**src/rtl/round_robin_capacity_placement_macros.svh**
```systemverilog
// ----------------------------------------------------------------------------
// Round-robin capacity placement: assertion macros
// Shared concurrent assertion forms, clocked on i_clk, quiet during reset.
// ----------------------------------------------------------------------------
`ifndef ROUND_ROBIN_CAPACITY_PLACEMENT_MACROS_SVH
`define ROUND_ROBIN_CAPACITY_PLACEMENT_MACROS_SVH

// Condition holds at every clock edge outside reset.
`define RRCP_ASSERT_ALWAYS(label, cond) \
    label: assert property (@(posedge i_clk) disable iff (!i_rst_n) (cond)) \
        else $error("rrcp: invariant violated");

// Antecedent in this cycle implies consequent in the next.
`define RRCP_ASSERT_NEXT(label, ante, cons) \
    label: assert property (@(posedge i_clk) disable iff (!i_rst_n) (ante) |=> (cons)) \
        else $error("rrcp: sequencing violated");

`endif

```
**src/rtl/rrcp_pkg.sv**
```systemverilog
// ----------------------------------------------------------------------------
// rrcp_pkg
// Types and fixed field widths for the round-robin capacity placement block.
// ----------------------------------------------------------------------------
package rrcp_pkg;

    localparam int CAP_W  = 48;
    localparam int TAG_W  = 16;
    localparam int SLOT_W = 3;
    localparam int ACT_W  = 4;

    // Stream payload layout
    localparam int IN_TDATA_W  = 120;   // 115 used bits, padded to bytes
    localparam int OUT_TDATA_W = 72;    // 67 used bits, padded to bytes
    localparam int OUT_PAD_W   = OUT_TDATA_W - (SLOT_W + TAG_W + CAP_W);

    // Request kind carried in tuser
    localparam logic REQ_LOAD  = 1'b0;
    localparam logic REQ_PLACE = 1'b1;

    // Register map
    localparam logic [ACT_W-1:0] ACTIVE_RESET = 4'd8;

    typedef enum logic [1:0] {
        STAT_PLACED = 2'd0,
        STAT_NOFIT  = 2'd1,
        STAT_LOADED = 2'd2
    } t_status;

    typedef enum logic [1:0] {
        ST_IDLE,
        ST_SCAN,
        ST_DONE
    } t_state;

    typedef struct packed {
        t_status            status;
        logic [SLOT_W-1:0]  slot;
        logic [TAG_W-1:0]   tag;
        logic [CAP_W-1:0]   bytes;
    } t_result;

endpackage

```
**src/rtl/rrcp_tgt_mem.sv**
```systemverilog
// ----------------------------------------------------------------------------
// rrcp_tgt_mem
// Target table: capacity and tag per entry, one write and one registered
// read port. Per-entry valid bits make unwritten entries read as zero.
// ----------------------------------------------------------------------------
module rrcp_tgt_mem
    import rrcp_pkg::*;
#(
    parameter int NUM_TARGETS = 8,
    parameter int IDX_W       = 3
) (
    input  logic              i_clk,
    input  logic              i_rst_n,
    input  logic              i_we,
    input  logic [IDX_W-1:0]  i_waddr,
    input  logic [CAP_W-1:0]  i_wcap,
    input  logic [TAG_W-1:0]  i_wtag,
    input  logic              i_re,
    input  logic [IDX_W-1:0]  i_raddr,
    output logic [CAP_W-1:0]  o_rcap,
    output logic [TAG_W-1:0]  o_rtag
);

    logic [CAP_W+TAG_W-1:0] r_mem [NUM_TARGETS];
    logic [NUM_TARGETS-1:0] r_valid;
    logic [CAP_W+TAG_W-1:0] r_rd_data;
    logic                   r_rd_valid;

    always_ff @(posedge i_clk) begin
        if (i_we) begin
            r_mem[i_waddr] <= {i_wtag, i_wcap};
        end
        if (i_re) begin
            r_rd_data <= r_mem[i_raddr];
        end
    end

    always_ff @(posedge i_clk) begin
        if (!i_rst_n) begin
            r_valid    <= '0;
            r_rd_valid <= 1'b0;
        end else begin
            if (i_we) begin
                r_valid[i_waddr] <= 1'b1;
            end
            if (i_re) begin
                r_rd_valid <= r_valid[i_raddr];
            end
        end
    end

    assign o_rcap = r_rd_valid ? r_rd_data[CAP_W-1:0]           : '0;
    assign o_rtag = r_rd_valid ? r_rd_data[CAP_W+TAG_W-1:CAP_W] : '0;

endmodule

```
**src/rtl/rrcp_alu.sv**
```systemverilog
// ----------------------------------------------------------------------------
// rrcp_alu
// Shared fit unit: one subtract gives both the fit test and the new capacity.
// ----------------------------------------------------------------------------
module rrcp_alu
    import rrcp_pkg::*;
(
    input  logic [CAP_W-1:0] i_cap,
    input  logic [CAP_W-1:0] i_size,
    output logic             o_fits,
    output logic [CAP_W-1:0] o_diff
);

    logic [CAP_W:0] diff;

    // borrow out clear means cap >= size
    assign diff   = {1'b0, i_cap} - {1'b0, i_size};
    assign o_fits = ~diff[CAP_W];
    assign o_diff = diff[CAP_W-1:0];

endmodule

```
**src/rtl/rrcp_ctrl.sv**
```systemverilog
// ----------------------------------------------------------------------------
// rrcp_ctrl
// Sequencer: takes one item, walks the table from the start pointer one read
// per cycle, tests each entry with the shared fit unit, then commits.
// ----------------------------------------------------------------------------
`include "round_robin_capacity_placement_macros.svh"

module rrcp_ctrl
    import rrcp_pkg::*;
#(
    parameter int NUM_TARGETS = 8,
    parameter int IDX_W       = 3,
    parameter int CNT_W       = 4
) (
    input  logic              i_clk,
    input  logic              i_rst_n,
    // item channel
    input  logic              i_in_valid,
    output logic              o_in_ready,
    input  logic              i_req_type,
    input  logic [SLOT_W-1:0] i_slot,
    input  logic [CAP_W-1:0]  i_load_cap,
    input  logic [TAG_W-1:0]  i_load_tag,
    input  logic [CAP_W-1:0]  i_place_size,
    input  logic [CNT_W-1:0]  i_eff_cnt,
    // result hand-off
    input  logic              i_out_free,
    output logic              o_push,
    output t_result           o_res,
    // table
    output logic              o_mem_we,
    output logic [IDX_W-1:0]  o_mem_waddr,
    output logic [CAP_W-1:0]  o_mem_wcap,
    output logic [TAG_W-1:0]  o_mem_wtag,
    output logic              o_mem_re,
    output logic [IDX_W-1:0]  o_mem_raddr,
    input  logic [TAG_W-1:0]  i_mem_tag,
    // fit unit
    output logic [CAP_W-1:0]  o_size,
    input  logic              i_fits,
    input  logic [CAP_W-1:0]  i_diff
);

    t_state              r_state,    n_state;
    logic [IDX_W-1:0]    r_ptr,      n_ptr;
    logic [CAP_W-1:0]    r_size,     n_size;
    logic [IDX_W-1:0]    r_iss_idx,  n_iss_idx;
    logic [CNT_W-1:0]    r_iss_left, n_iss_left;
    logic                r_cmp_vld,  n_cmp_vld;
    logic [IDX_W-1:0]    r_cmp_idx,  n_cmp_idx;
    logic                r_cmp_last, n_cmp_last;
    logic                r_wr_en,    n_wr_en;
    logic [IDX_W-1:0]    r_wr_addr,  n_wr_addr;
    logic [CAP_W-1:0]    r_wr_cap,   n_wr_cap;
    logic [TAG_W-1:0]    r_wr_tag,   n_wr_tag;
    t_result             r_res,      n_res;

    logic [IDX_W-1:0]    start_idx;
    logic                slot_ok;

    // assertion terms
    logic                last_cmp;
    logic                push_placed;
    logic                push_unplaced;
    logic                res_zero;

    function automatic logic [IDX_W-1:0] f_wrap(input logic [IDX_W-1:0] idx,
                                                input logic [CNT_W-1:0] cnt);
        logic [CNT_W-1:0] v;
        v = CNT_W'(idx) + CNT_W'(1);
        return (v >= cnt) ? '0 : IDX_W'(v);
    endfunction

    // stale pointer (count lowered) restarts at entry zero
    assign start_idx = (CNT_W'(r_ptr) < i_eff_cnt) ? r_ptr : '0;
    assign slot_ok   = (32'(i_slot) < 32'(NUM_TARGETS));

    assign o_in_ready  = (r_state == ST_IDLE);
    assign o_size      = r_size;
    assign o_mem_waddr = r_wr_addr;
    assign o_mem_wcap  = r_wr_cap;
    assign o_mem_wtag  = r_wr_tag;
    assign o_mem_raddr = r_iss_idx;
    assign o_res       = r_res;

    always_comb begin
        n_state    = r_state;
        n_ptr      = r_ptr;
        n_size     = r_size;
        n_iss_idx  = r_iss_idx;
        n_iss_left = r_iss_left;
        n_cmp_vld  = r_cmp_vld;
        n_cmp_idx  = r_cmp_idx;
        n_cmp_last = r_cmp_last;
        n_wr_en    = r_wr_en;
        n_wr_addr  = r_wr_addr;
        n_wr_cap   = r_wr_cap;
        n_wr_tag   = r_wr_tag;
        n_res      = r_res;
        o_push     = 1'b0;
        o_mem_we   = 1'b0;
        o_mem_re   = 1'b0;

        unique case (r_state)
            ST_IDLE: begin
                if (i_in_valid) begin
                    if (i_req_type == REQ_LOAD) begin
                        n_wr_en   = slot_ok;
                        n_wr_addr = IDX_W'(i_slot);
                        n_wr_cap  = i_load_cap;
                        n_wr_tag  = i_load_tag;
                        n_res     = '{status: STAT_LOADED, slot: '0, tag: '0, bytes: '0};
                        n_state   = ST_DONE;
                    end else begin
                        n_wr_en    = 1'b0;
                        n_size     = i_place_size;
                        n_iss_idx  = start_idx;
                        n_iss_left = i_eff_cnt;
                        n_cmp_vld  = 1'b0;
                        n_ptr      = f_wrap(start_idx, i_eff_cnt);
                        n_state    = ST_SCAN;
                    end
                end
            end

            ST_SCAN: begin
                // read issue stage
                n_cmp_vld = (r_iss_left != '0);
                if (r_iss_left != '0) begin
                    o_mem_re   = 1'b1;
                    n_iss_idx  = f_wrap(r_iss_idx, i_eff_cnt);
                    n_iss_left = r_iss_left - CNT_W'(1);
                    n_cmp_idx  = r_iss_idx;
                    n_cmp_last = (r_iss_left == CNT_W'(1));
                end
                // compare stage on last cycle's read
                if (r_cmp_vld) begin
                    if (i_fits) begin
                        n_wr_en   = 1'b1;
                        n_wr_addr = r_cmp_idx;
                        n_wr_cap  = i_diff;
                        n_wr_tag  = i_mem_tag;
                        n_res     = '{status: STAT_PLACED, slot: SLOT_W'(r_cmp_idx),
                                      tag: i_mem_tag, bytes: r_size};
                        n_cmp_vld = 1'b0;
                        n_state   = ST_DONE;
                    end else if (r_cmp_last) begin
                        n_res     = '{status: STAT_NOFIT, slot: '0, tag: '0, bytes: '0};
                        n_cmp_vld = 1'b0;
                        n_state   = ST_DONE;
                    end
                end
            end

            ST_DONE: begin
                if (i_out_free) begin
                    o_push   = 1'b1;
                    o_mem_we = r_wr_en;
                    n_state  = ST_IDLE;
                end
            end

            default: begin
                n_state = ST_IDLE;
            end
        endcase
    end

    always_ff @(posedge i_clk) begin
        if (!i_rst_n) begin
            r_state   <= ST_IDLE;
            r_ptr     <= '0;
            r_cmp_vld <= 1'b0;
        end else begin
            r_state   <= n_state;
            r_ptr     <= n_ptr;
            r_cmp_vld <= n_cmp_vld;
        end
    end

    always_ff @(posedge i_clk) begin
        r_size     <= n_size;
        r_iss_idx  <= n_iss_idx;
        r_iss_left <= n_iss_left;
        r_cmp_idx  <= n_cmp_idx;
        r_cmp_last <= n_cmp_last;
        r_wr_en    <= n_wr_en;
        r_wr_addr  <= n_wr_addr;
        r_wr_cap   <= n_wr_cap;
        r_wr_tag   <= n_wr_tag;
        r_res      <= n_res;
    end

    assign last_cmp      = (r_state == ST_SCAN) && r_cmp_vld && r_cmp_last;
    assign push_placed   = o_push && (o_res.status == STAT_PLACED);
    assign push_unplaced = o_push && (o_res.status != STAT_PLACED);
    assign res_zero      = (o_res.slot == '0) && (o_res.tag == '0) && (o_res.bytes == '0);

    `RRCP_ASSERT_NEXT(a_accept_leaves_idle, i_in_valid && o_in_ready, r_state != ST_IDLE)
    `RRCP_ASSERT_NEXT(a_last_cmp_ends_scan, last_cmp, r_state == ST_DONE)
    `RRCP_ASSERT_ALWAYS(a_placed_writes_back, !push_placed || o_mem_we)
    `RRCP_ASSERT_ALWAYS(a_unplaced_zero, !push_unplaced || res_zero)

endmodule

```
**src/rtl/round_robin_capacity_placement.sv**
```systemverilog
// ----------------------------------------------------------------------------
// round_robin_capacity_placement
// Round-robin first-fit placement of blobs onto a table of storage targets.
// ----------------------------------------------------------------------------
// Usage:
//   Items arrive on the s_axis channel; tuser selects a table load (0) or a
//   placement (1). Each item yields exactly one result transfer on m_axis,
//   tuser giving placed (0), no fit (1) or entry loaded (2).
//   A load goes straight to its result. A placement tests targets from the
//   start pointer, at most the active count of them, and stops at the first
//   that fits; the table is walked one registered read per cycle through a
//   single fit unit. No new item is taken until the previous result has
//   been pushed into the output register.
//   Only one item is in flight: s_axis_tready is high only while idle, but
//   a finished result held in the output register does not block the next
//   item from being taken.
//   active_targets sits at APB byte address 0; write it only while idle.
// Reset (synchronous, active low): table reads as all zero, start pointer
//   zero, active_targets 8, output register empty.
// Back-pressure: if m_axis_tready is low the result stays in the output
//   register; a following item is accepted and worked on, then waits for
//   the register to empty before committing its table write-back.
// ----------------------------------------------------------------------------
module round_robin_capacity_placement
    import rrcp_pkg::*;
#(
    parameter int NUM_TARGETS = 8
) (
    input  logic                    i_clk,
    input  logic                    i_rst_n,
    // item stream
    input  logic                    i_s_axis_tvalid,
    output logic                    o_s_axis_tready,
    // [2:0] slot, [50:3] load_capacity, [66:51] load_tag, [114:67] place_size
    input  logic [IN_TDATA_W-1:0]   i_s_axis_tdata,
    // [0] req_type
    input  logic                    i_s_axis_tuser,
    // result stream
    output logic                    o_m_axis_tvalid,
    input  logic                    i_m_axis_tready,
    // [2:0] chosen_slot, [18:3] chosen_tag, [66:19] placed_bytes
    output logic [OUT_TDATA_W-1:0]  o_m_axis_tdata,
    // [1:0] status
    output logic [1:0]              o_m_axis_tuser,
    // configuration
    input  logic                    psel,
    input  logic                    penable,
    input  logic                    pwrite,
    input  logic [2:0]              paddr,
    input  logic [31:0]             pwdata,
    output logic [31:0]             prdata,
    output logic                    pready
);

    localparam int IDX_W = (NUM_TARGETS > 1) ? $clog2(NUM_TARGETS) : 1;
    localparam int CNT_W = $clog2(NUM_TARGETS + 1);

    // ---- configuration register -------------------------------------------
    logic [ACT_W-1:0] r_active;
    logic             cfg_wr;
    logic [CNT_W-1:0] eff_cnt;

    assign pready = 1'b1;
    // only register 0 exists; bit 2 picks the next word, which is unmapped
    assign cfg_wr = psel && penable && pwrite && !paddr[2];
    assign prdata = paddr[2] ? 32'd0 : {{(32-ACT_W){1'b0}}, r_active};

    always_ff @(posedge i_clk) begin
        if (!i_rst_n) begin
            r_active <= ACTIVE_RESET;
        end else if (cfg_wr) begin
            r_active <= pwdata[ACT_W-1:0];
        end
    end

    // zero counts as one, anything past the table as the full table
    always_comb begin
        priority if (r_active == '0) begin
            eff_cnt = CNT_W'(1);
        end else if (32'(r_active) > 32'(NUM_TARGETS)) begin
            eff_cnt = CNT_W'(NUM_TARGETS);
        end else begin
            eff_cnt = CNT_W'(r_active);
        end
    end

    // ---- output register ------------------------------------------------
    logic    r_out_vld;
    t_result r_out;
    logic    out_free;
    logic    push;
    t_result res;

    assign out_free = !r_out_vld || i_m_axis_tready;

    always_ff @(posedge i_clk) begin
        if (!i_rst_n) begin
            r_out_vld <= 1'b0;
        end else if (push) begin
            r_out_vld <= 1'b1;
        end else if (i_m_axis_tready) begin
            r_out_vld <= 1'b0;
        end
    end

    always_ff @(posedge i_clk) begin
        if (push) begin
            r_out <= res;
        end
    end

    assign o_m_axis_tvalid = r_out_vld;
    assign o_m_axis_tuser  = r_out.status;
    assign o_m_axis_tdata  = {{OUT_PAD_W{1'b0}}, r_out.bytes, r_out.tag, r_out.slot};

    // ---- sequencer, table and fit unit ------------------------------------
    logic              mem_we;
    logic [IDX_W-1:0]  mem_waddr;
    logic [CAP_W-1:0]  mem_wcap;
    logic [TAG_W-1:0]  mem_wtag;
    logic              mem_re;
    logic [IDX_W-1:0]  mem_raddr;
    logic [CAP_W-1:0]  mem_rcap;
    logic [TAG_W-1:0]  mem_rtag;
    logic [CAP_W-1:0]  size;
    logic              fits;
    logic [CAP_W-1:0]  diff;

    rrcp_ctrl #(
        .NUM_TARGETS (NUM_TARGETS),
        .IDX_W       (IDX_W),
        .CNT_W       (CNT_W)
    ) u_ctrl (
        .i_clk        (i_clk),
        .i_rst_n      (i_rst_n),
        .i_in_valid   (i_s_axis_tvalid),
        .o_in_ready   (o_s_axis_tready),
        .i_req_type   (i_s_axis_tuser),
        .i_slot       (i_s_axis_tdata[2:0]),
        .i_load_cap   (i_s_axis_tdata[50:3]),
        .i_load_tag   (i_s_axis_tdata[66:51]),
        .i_place_size (i_s_axis_tdata[114:67]),
        .i_eff_cnt    (eff_cnt),
        .i_out_free   (out_free),
        .o_push       (push),
        .o_res        (res),
        .o_mem_we     (mem_we),
        .o_mem_waddr  (mem_waddr),
        .o_mem_wcap   (mem_wcap),
        .o_mem_wtag   (mem_wtag),
        .o_mem_re     (mem_re),
        .o_mem_raddr  (mem_raddr),
        .i_mem_tag    (mem_rtag),
        .o_size       (size),
        .i_fits       (fits),
        .i_diff       (diff)
    );

    rrcp_tgt_mem #(
        .NUM_TARGETS (NUM_TARGETS),
        .IDX_W       (IDX_W)
    ) u_tgt_mem (
        .i_clk   (i_clk),
        .i_rst_n (i_rst_n),
        .i_we    (mem_we),
        .i_waddr (mem_waddr),
        .i_wcap  (mem_wcap),
        .i_wtag  (mem_wtag),
        .i_re    (mem_re),
        .i_raddr (mem_raddr),
        .o_rcap  (mem_rcap),
        .o_rtag  (mem_rtag)
    );

    rrcp_alu u_alu (
        .i_cap  (mem_rcap),
        .i_size (size),
        .o_fits (fits),
        .o_diff (diff)
    );

endmodule

```
**config.mk**
```make
export PLATFORM = sky130hd
export DESIGN_NAME = round_robin_capacity_placement
export DESIGN_NICKNAME = d
export VERILOG_FILES = /design/src/rtl/rrcp_pkg.sv /design/src/rtl/rrcp_tgt_mem.sv /design/src/rtl/rrcp_alu.sv /design/src/rtl/rrcp_ctrl.sv /design/src/rtl/round_robin_capacity_placement.sv
export VERILOG_INCLUDE_DIRS = /design/src /design/src/rtl
export SDC_FILE = /design/constraint.sdc
export NUM_CORES = 1
export LEC_CHECK = 0
export BUFFER_PORTS_ARGS = -buffer_cell sky130_fd_sc_hd__buf_2
export CAP_MARGIN = 25
export CORE_UTILIZATION = 60
export CTS_CLUSTER_SIZE = 30
export DETAILED_ROUTE_END_ITERATION = 8
export PLACE_DENSITY = 0.76
export SLEW_MARGIN = 30
export SYNTH_ARGS = -nofsm -noshare
export SYNTH_HDL_FRONTEND = slang
export SYNTH_SLANG_ARGS = --single-unit
```
**constraint.sdc**
```tcl
create_clock -name i_clk -period 10.4 [get_ports i_clk]
set_input_delay 0.52 -clock i_clk [delete_from_list [all_inputs] [get_ports i_clk]]
set_output_delay 0.52 -clock i_clk [all_outputs]
set_load 0.02 [all_outputs]
```
== Word level (Yosys, flattened, before mapping) ==
Memory sizes are Yosys's and may differ from the RTL's. A register that Yosys moved wholly into a read port is not among the register bits.
Cells that the tools add are included.
Cells by class
  add/subtract/negate cells: 4
  order comparisons: 7
  equal/unequal tests: 11
  multiplexer cells: 69
  bitwise logic cells: 1
  reductions and logical operators: 20
Operators by type and width (count)
  $mux 69: 5
  $mux 48: 5
  $pmux 69 s2: 1
  $pmux 48 s2: 1
  $mux 16: 5
  $sub 48x48->49: 1
  $pmux 16 s2: 1
  $mux 3: 10
  $mux 4: 6
  $mux 1: 21
  $mux 2: 6
  $pmux 3 s2: 2
  $reduce_and 4->1: 3
  $reduce_and 5->1: 2
  $add 3x1->4 const B: 2
  $ge 4x4->1: 2
  $lt 3x4->1 const B: 2
  $ne 2x2->1 const B: 4
  $or 8x8->8: 1
  $pmux 4 s2: 1
  $ne 2x1->1 const B: 3
  $pmux 2 s3: 1
  $reduce_and 3->1: 2
  $eq 4x1->1 const B: 1
  18 further kinds: 24
Storage, ports and cells
  bits in registers: 285
  bits in writable memories: 512
  input bits: 163
  output and inout bits: 109
  memories kept: 1
Memory list
  u_tgt_mem.r_mem: words 8, bits a word 64, read ports 1, clocked after memory_dff 1, wr ports 1, line rrcp_tgt_mem.sv:24  | logic [CAP_W+TAG_W-1:0] r_mem [NUM_TARGETS];

== Depth between registers and ports, before layout ==
Gate-level depths: netlist (run 1).
  depth after elaboration: 8
  gate-level depth with buffers: 15

== Modules after synthesis ==
A second synthesis (run 1) with hierarchy kept.
Unflattened totals
  cell total of the unflattened synthesis: 2096
  area total of the unflattened synthesis: 35455.3 um^2
Modules (own cells, without submodules)
  rrcp_tgt_mem: times used 1, cells an instance 913, area each 21926.0 um^2, sequential area each 17476.8 um^2
  rrcp_ctrl: times used 1, cells an instance 602, area each 8006.4 um^2, sequential area each 6005.8 um^2
  rrcp_alu: times used 1, cells an instance 444, area each 2905.3 um^2, sequential area each 0.0 um^2
  round_robin_capacity_placement: times used 1, cells an instance 137, area each 2617.5 um^2, sequential area each 2172.1 um^2

== Worst setup path before layout (run 1) ==
OpenSTA, ideal clock, no wires.
  kind: input -> register
  from: input port i_m_axis_tready
  to: memory u_tgt_mem.r_mem[1][0] (netlist name), enable pin
  library setup time: 0.567 ns
  arrival time: 8.860 ns
  data required time: 9.833 ns
  slack: 0.973 ns
  stages on the path: 4
  path through: nand2b_1 > nor2b_1 > nand3_1 > nor3_1
Between the ends
  longest elaborated chain between the ends: 5
Ends and longest elaborated chain
  start, declared: line round_robin_capacity_placement.sv:40  | input logic i_m_axis_tready,
  $logic_or 1x1->1: line round_robin_capacity_placement.sv:94  | assign out_free = !r_out_vld || i_m_axis_tready;
  $mux 1: line rrcp_ctrl.sv:156  | if (i_out_free) begin
  $mux 1: line rrcp_ctrl.sv:104  | unique case (r_state)
  $mux 1: line rrcp_tgt_mem.sv:30  | if (i_we) begin
  $mux 1 (implied by the code): line rrcp_tgt_mem.sv:31  | r_mem[i_waddr] <= {i_wtag, i_wcap};
  end, declared: line rrcp_tgt_mem.sv:24
No other way between the ends.

== Worst setup path in the final report (run 1) ==
  from: register u_tgt_mem.r_rd_valid
  to: register u_ctrl.r_wr_cap[4] (netlist: u_ctrl.o_mem_wcap[4]), enable pin
Between the ends
  longest elaborated chain between the ends: 4
Ends and longest elaborated chain
  start, declared: line rrcp_tgt_mem.sv:27  | logic r_rd_valid;
  start signal, assigned: line rrcp_tgt_mem.sv:47  | r_rd_valid <= r_valid[i_raddr];
  $mux 48: line rrcp_tgt_mem.sv:52  | assign o_rcap = r_rd_valid ? r_rd_data[CAP_W-1:0] : '0;
  $sub 48x48->49: line rrcp_alu.sv:17  | assign diff = {1'b0, i_cap} - {1'b0, i_size};
  $ne 2x2->1 (no source line)
  $reduce_and 5->1 (no source line)
  end signal, assigned: line rrcp_ctrl.sv:189  | r_wr_cap <= n_wr_cap;
  end, declared: line rrcp_ctrl.sv:54  | logic [CAP_W-1:0] r_wr_cap, n_wr_cap;
No other way between the ends.
A chain may end at the register's enable or synchronous reset.

==> results of run 1 <==
-- state kept, by name (all words and copies together) (netlist names), 4 cells and up --
signal               cells
u_tgt_mem.r_mem        512
u_ctrl.o_res            69
o_m_axis_tdata          67
u_tgt_mem.r_rd_data     64
u_ctrl.o_mem_wcap       48
u_ctrl.o_size           48
u_ctrl.o_mem_wtag       16
u_tgt_mem.r_valid        8
r_active                 4
u_ctrl.r_iss_left        4
-- critical path, cell delays in order (launching register included) --
cell                      delay [ns]
sky130_fd_sc_hd__dfxtp_2        0.70
sky130_fd_sc_hd__buf_4          0.54
sky130_fd_sc_hd__and2_1         0.21
sky130_fd_sc_hd__ha_1           0.27
sky130_fd_sc_hd__and3_1         0.28
sky130_fd_sc_hd__nand3_1        0.14
sky130_fd_sc_hd__or4b_4         0.53
sky130_fd_sc_hd__o311a_4        0.61
sky130_fd_sc_hd__nor3_4         0.47
sky130_fd_sc_hd__nand2_2        0.15
sky130_fd_sc_hd__o21ai_4        0.07
sky130_fd_sc_hd__buf_4          0.47
sky130_fd_sc_hd__buf_4          0.68
-- final timing paths --
| path | cells after the start | endpoint | slack, ns |
|---|---|---|---|
| worst max register to register | 12 | u_ctrl.o_mem_wcap[4] | 4.75 |
| worst min register to register | 0 | o_m_axis_tdata[1] | 0.42 |
| worst min-delay path | 1 | u_ctrl.o_size[13] | 0.05 |
| worst max-delay path | 12 | u_ctrl.o_mem_wcap[4] | 4.75 |
-- metrics by stage --
step           area (um2)  instances    util
2_1_floorplan       35750       2071       -
3_3_place_gp        37350       2941  0.6425
3_5_place_dp        37390       2943  0.6432
4_1_cts             40210       3099  0.6916
5_1_grt             40310       3103  0.6934
6_report            40310       3103  0.6934
-- synth_stat cells (3+ instances only) --
master,count,area [um2]
sky130_fd_sc_hd__o22ai_1,3,18.77
sky130_fd_sc_hd__nand3_1,10,50.05
sky130_fd_sc_hd__mux2_2,64,720.7
sky130_fd_sc_hd__a211o_1,3,26.28
sky130_fd_sc_hd__nor2_1,54,202.7
sky130_fd_sc_hd__a22oi_1,3,22.52
sky130_fd_sc_hd__o31ai_1,6,45.04
sky130_fd_sc_hd__or3_1,3,18.77
sky130_fd_sc_hd__mux4_2,130,2928
sky130_fd_sc_hd__dfxtp_1,20,400.4
sky130_fd_sc_hd__nand2_2,3,18.77
sky130_fd_sc_hd__buf_12,7,140.1
sky130_fd_sc_hd__buf_1,16,60.06
sky130_fd_sc_hd__o21a_1,16,120.1
sky130_fd_sc_hd__mux2i_1,6,60.06
sky130_fd_sc_hd__o21bai_1,7,52.55
sky130_fd_sc_hd__and2_1,52,325.3
sky130_fd_sc_hd__xnor2_1,22,192.7
sky130_fd_sc_hd__nor4_1,4,25.02
sky130_fd_sc_hd__nor2b_1,18,112.6
sky130_fd_sc_hd__a21oi_1,61,305.3
sky130_fd_sc_hd__a31oi_1,9,56.30
sky130_fd_sc_hd__nor4_4,4,85.08
sky130_fd_sc_hd__xor2_1,23,201.4
sky130_fd_sc_hd__a21o_1,16,120.1
sky130_fd_sc_hd__inv_1,68,255.2
sky130_fd_sc_hd__and3_1,8,50.05
sky130_fd_sc_hd__nor4_2,57,713.2
sky130_fd_sc_hd__edfxtp_1,841,25250
sky130_fd_sc_hd__a21boi_0,5,37.54
sky130_fd_sc_hd__nand4_1,7,43.79
sky130_fd_sc_hd__nand2b_1,10,62.56
sky130_fd_sc_hd__ha_1,62,775.7
sky130_fd_sc_hd__o31a_1,6,52.55
sky130_fd_sc_hd__buf_4,34,255.2
sky130_fd_sc_hd__a211oi_1,7,52.55
sky130_fd_sc_hd__clkbuf_1,69,259.0
sky130_fd_sc_hd__nand2_1,149,559.3
sky130_fd_sc_hd__o21ai_0,107,535.5
sky130_fd_sc_hd__nor3_1,10,50.05
sky130_fd_sc_hd__o211ai_1,4,30.03
-- report_power, final --
part / internal (mW) / total (mW) / switching (mW)
Clock: 1.80 / 3.09 / 1.29
Combinational: 0.217 / 0.571 / 0.354
Sequential: 3.90 / 3.95 / 0.0475
-- layer usage --
| layer | part of all wire | vias to the layer above |
|---|---|---|
| met3 | 0.070 | 118 |
| met4 | 0.023 | 0 |
| met1 | 0.40 | 9922 |
| li1 | - | 8372 |
| met5 | 0 | - |
| met2 | 0.50 | 831 |
-- area by class of cell --
class	count	area, um2	area share
tap	765	957.2	0.02374
sequential	861	25660	0.6364
clock buffer	106	2216	0.05497
multi-input combinational	1013	9216	0.2286
clock inverter	50	598.1	0.01484
timing repair buffer	239	1404	0.03482
inverter	69	266.5	0.006611
-- logic make-up (layout without fill, tap and decap cells) --
| family | Yosys count | count (layout) |
|---|---|---|
| DFF | 861 | 861 |
| buffers and inverters | 197 | 464 |
| adders and majority gates | 63 | 63 |
| other | 2 | 34 |
| and+or+nand+nor | 400 | 400 |
| xor gates and xnor gates | 45 | 45 |
| muxes | 200 | 200 |
| AOI/OAI and AO/OA | 271 | 271 |
==> flow_summary.toml, run 1 <==
[placed_design]
numPortBuffers = 202
preCtsSetupSlack_ns = 4.810
finalWeightedCongestion = 0.9472
detailed_place_hpwl_mm = 45.26

[outcome]
status = "complete, no violations"

[sta]
finalMaxSlewViolations = 0
timing.fmax_mhz = 177.1
finalHoldViolCount = 0
timing.final.crit_share = 0.5430
rsz0062_at_grt = "false"
maxSlewHeadroom = 0.3322
fin_ws_ns = 4.753
tightest_slew_ns = 1.002
layout_min_cycle_time_ns = 5.647
setup_total_negative_slack_ns = 0
final.hold.worst_slack_ns = 0.05203
fin_worst_skew_ns = 0.02641
finalSetupViolations = 0

[finish]
drive_gt1_frac = 0.2772
antenna_cells = 0
area_overhead_vs_synth_pct = 13.14
mostFrequentLayoutCells = "sky130_fd_sc_hd__edfxtp_1, sky130_fd_sc_hd__buf_2, sky130_fd_sc_hd__nand2_1"
filler_cell_count = 3623
layout.cells.most_common = "sky130_fd_sc_hd__edfxtp_1"
fin_nets = 2495

[synth]
synth_top_family_by_area = "multiplexers"
synthSimpleGateAreaFrac = 0.06794
synth.mux.area_fraction = 0.1041
syn_avg_cell_area_um2 = 17.48
synth_compound_area_frac = 0.04681
synth_seq_cells = 861
synth_xor_xnor_area_share = 0.01106
yosys_warnings = 0
syn_std_cell_area_um2 = 35630
proportion_of_synthesized_flip_flops_having_asynchronous_set_or_reset = 0
synthAdderAreaFrac = 0.02233
synth-seq-area-share = 0.7200
postSynthCellCount = 2039
synth-main-ff-cell = "sky130_fd_sc_hd__edfxtp_1"
synth-edff-count = 841
post_synth_num_cell_types = 68

[die]
row_count = 88
top_level_ports = 272
floorplan.die.width_um = 245.7
start_util = 0.6129
core_region_area_um2 = 58140
chipHeight_um = 245.7
dieArea_um2 = 60370

[critical_path]
crit_path_start_kind = "flop"
r2r_start = "u_tgt_mem.r_rd_valid"
worst_setup_path_end_kind = "flop"
required_ns = 10.65
crit_fanout = 40
worst-setup-path-type = "flop to flop"
arrival_ns = 5.90
cp-startpoint = "u_tgt_mem.r_rd_valid"

[clock_network]
hold_buffers = 0
clk_transition_reported_paths_ns = 0.06
tritoncts.num_buffers = 85
max-clock-path-buffers = 3
cts_tree = "yes"
clock_tree_root_driver_cell = "sky130_fd_sc_hd__clkbuf_16"
cts_max_level = 3
post-cts-setup-buffers = 0
post_cts.resized_instances = 0
clk-insertion-delay-late_ns = 0.64
numClockSinks = 861

[routing]
drt-vias-per-instance = 6.201
route.antenna.remaining_nets = 0
drt-initial-drc-count = 1553
detailed_route_via_count = 19240
iteration_count_of_the_initial_detailed_routing_pass = 5
route.final.wire_length_mm = 77.95
detail_route.wl_per_cell_um = 25.12
drc = 0

[global_route]
busiest_layer = "met2"
antenna_found_initial = 0
grt_util_all_layers = 0.2619
largest_net_degree_at_the_start_of_global_routing = 137
grt_overflow_total = 0
grt_pass1_wl_mm = 116.1
grt_pass1_vias = 19150
global_route.usage.met2 = 0.4384
met1_track_utilization_from_global_routing = 0.3610
grt_use_met3 = 0.03885

[worst_hold_path]
hold_path.class = "input pin to flop"
min_from = "i_s_axis_tdata[80]"

[job]
maxCapViolations = 0

[power]
power.leakage_nw = 13.83
overall_power_after_layout_mw = 7.610
pwr_density_cell_nw_per_um2 = 188.8
power.ir.vdd_worst_uv = 141.8
Note: power is estimated with default switching activity, not from simulation.
==> run 2, diff against run 1 <==
==> constraint.sdc (replaced) <==
create_clock -name i_clk -period 5.9 [get_ports i_clk]
set_input_delay 0.295 -clock i_clk [delete_from_list [all_inputs] [get_ports i_clk]]
set_output_delay 0.295 -clock i_clk [all_outputs]
set_load 0.02 [all_outputs]
==> flow_summary.toml, run 2 (synthesis gave the netlist of run 1 again) <==
[die]
floorplan.die.width_um = 245.7
top_level_ports = 272
row_count = 88
dieArea_um2 = 60370
chipHeight_um = 245.7
start_util = 0.6129
core_region_area_um2 = 58140

[critical_path]
crit_fanout = 39
regToRegSetupSlack_ns = 0.96
crit_path_start_kind = "flop"
worst-setup-path-type = "flop to flop"
arrival_ns = 5.24
r2r_cells = 13
worst_setup_path_end_kind = "flop"
required_ns = 6.21
timing.rr.end = "u_ctrl.o_res[34]"
r2r_start = "u_tgt_mem.r_rd_valid"

[placed_design]
numPortBuffers = 202
detailed_place_hpwl_mm = 46.72
finalWeightedCongestion = 0.8932
post-place-cells = 2946

[finish]
largest_register_ff_count = 512
fin_nets = 2595
layout.cells.non_filler = 3195
filler_cell_count = 3495
antenna_cells = 0
final_core_util = 0.7085
multi_input_area_um2 = 9229
area_overhead_vs_synth_pct = 15.60
drive_gt1_frac = 0.2638
seq_cell_area_um2 = 25660
largest_register = "u_tgt_mem.r_mem"
mostFrequentLayoutCells = "sky130_fd_sc_hd__edfxtp_1, sky130_fd_sc_hd__buf_2, sky130_fd_sc_hd__nand2_1"
layout.cells.most_common = "sky130_fd_sc_hd__edfxtp_1"

[job]
maxCapViolations = 0

[worst_hold_path]
min_from = "i_m_axis_tready"
hold_depth = 3
hold_path.class = "input pin to flop"
worst_hold_path.endpoint = "o_m_axis_tvalid"

[global_route]
grt_overflow_total = 0
antenna_found_initial = 0
grt_pass1_wl_mm = 119.4
grt_pass1_vias = 19850
largest_net_degree_at_the_start_of_global_routing = 134
grt_util_all_layers = 0.2691

[routing]
drt-initial-drc-count = 1770
detailed_route_via_count = 19670
iteration_count_of_the_initial_detailed_routing_pass = 7
drt-vias-per-instance = 6.156
detail_route.wl_per_cell_um = 25.13
route.antenna.remaining_nets = 0
drc = 0
route.final.wire_length_mm = 80.28

[clock_network]
clock_tree_root_driver_cell = "sky130_fd_sc_hd__clkbuf_16"
clk-insertion-delay-late_ns = 0.64
numClockSinks = 861
cts_max_level = 3
max-clock-path-buffers = 3
hold_buffers = 100
clk_transition_reported_paths_ns = 0.06
post-cts-setup-buffers = 0
cts_tree = "yes"
post_cts.resized_instances = 0
tritoncts.num_buffers = 84

[power]
power.ir.vdd_worst_uv = 284.3
power.leakage_nw = 14.21
pwr_density_cell_nw_per_um2 = 322.6

[sta]
maxSlewHeadroom = 0.3495
layout_min_cycle_time_ns = 4.935
finalMaxSlewViolations = 0
timing.fmax_mhz = 202.6
finalSetupViolations = 0
fin_worst_skew_ns = 0.02223
tightest_slew_ns = 0.9699
rsz0062_at_grt = "false"
timing.final.crit_share = 0.8365
finalHoldViolCount = 0

[outcome]
status = "complete, no violations"
[run 2: cell count changes in the layout (fill, tap and decap cells not counted), moves of 2 or more]
cell                            before  now
sky130_fd_sc_hd__dlygate4sd3_1       0  101
sky130_fd_sc_hd__clkinv_1           13   11
sky130_fd_sc_hd__buf_12              1    4
sky130_fd_sc_hd__nor3_4              1    3
sky130_fd_sc_hd__clkinvlp_4          7    2
sky130_fd_sc_hd__bufinv_16          11    8
sky130_fd_sc_hd__inv_6               3    1
sky130_fd_sc_hd__nor3_2              2    0
sky130_fd_sc_hd__clkinv_2           11   14
sky130_fd_sc_hd__buf_16              4    2
[run 2: power by group]
group / internal [mW] / leakage (nW) / switching, mW
sequential: 6.88 / 7.82 / 0.0859
clock: 3.01 / 1.31 / 2.24
combinational: 0.431 / 5.08 / 0.637
total: 10.3 / 14.2 / 2.96
[run 2: worst max-delay path by stage]
stage | startpoint | endpoint | slack [ns] | depth (start not counted)
after floorplan | u_ctrl.r_state[0] | u_tgt_mem.r_mem[3][0] | -0.20 | 4
after global placement | u_tgt_mem.r_rd_valid | u_ctrl.o_res[33] | 1.16 | 13
after detailed placement | u_tgt_mem.r_rd_valid | u_ctrl.o_res[35] | 1.04 | 11
after CTS | u_tgt_mem.r_rd_valid | u_ctrl.o_res[67] | 1.03 | 11
after global routing | u_tgt_mem.r_rd_valid | u_ctrl.o_res[67] | 0.72 | 13
final | u_tgt_mem.r_rd_valid | u_ctrl.o_res[34] | 0.96 | 13
[run 2: critical path, stage by stage (launching register included)]
cell and delay [ns]:
sky130_fd_sc_hd__dfxtp_2 0.67, sky130_fd_sc_hd__buf_4 0.54, sky130_fd_sc_hd__and2_1 0.22, sky130_fd_sc_hd__ha_1 0.29, sky130_fd_sc_hd__and3_1 0.29, sky130_fd_sc_hd__nand3_1 0.12, sky130_fd_sc_hd__or4b_4 0.52, sky130_fd_sc_hd__o211ai_1 0.19
sky130_fd_sc_hd__nor3_1 0.10, sky130_fd_sc_hd__o311a_4 0.23, sky130_fd_sc_hd__nor2_1 0.19, sky130_fd_sc_hd__or2_1 0.21, sky130_fd_sc_hd__a31o_4 0.57, sky130_fd_sc_hd__buf_12 0.35
[run 2: area by class of cell]
cell class	count	area share
sequential	861	0.6228
multi-input combinational	1013	0.2240
timing repair buffer	340	0.05829
clock buffer	105	0.05346
tap	765	0.02324
clock inverter	42	0.01166
inverter	69	0.006470
[run 2: routing by layer]
| metal | part of all wire | global-route usage | wire, um |
|---|---|---|---|
| met3 | 0.070 | 0.04475 | 5581 |
| met1 | 0.39 | 0.3573 | 31340 |
| met5 | 0 | 0 | 0 |
| met4 | 0.030 | 0.08659 | 2447 |
| met2 | 0.51 | 0.4563 | 40910 |
[run 2: metrics by stage]
step / area, um2 / setup slack [ns] / total power, mW / setup TNS (ns) / hold slack (ns)
after floorplan: 35770 / -0.1957 / 7.798 / -69.76 / 0.3939
after global placement: 37420 / 1.163 / 8.059 / 0 / 0.4005
after detailed placement: 37470 / 1.041 / 8.094 / 0 / 0.4045
after CTS: 41150 / 1.026 / 13.36 / 0 / 0.001563
after global routing: 41190 / 0.7245 / 13.66 / 0 / 0.01656
final: 41190 / 0.9647 / 13.29 / 0 / 0.03640
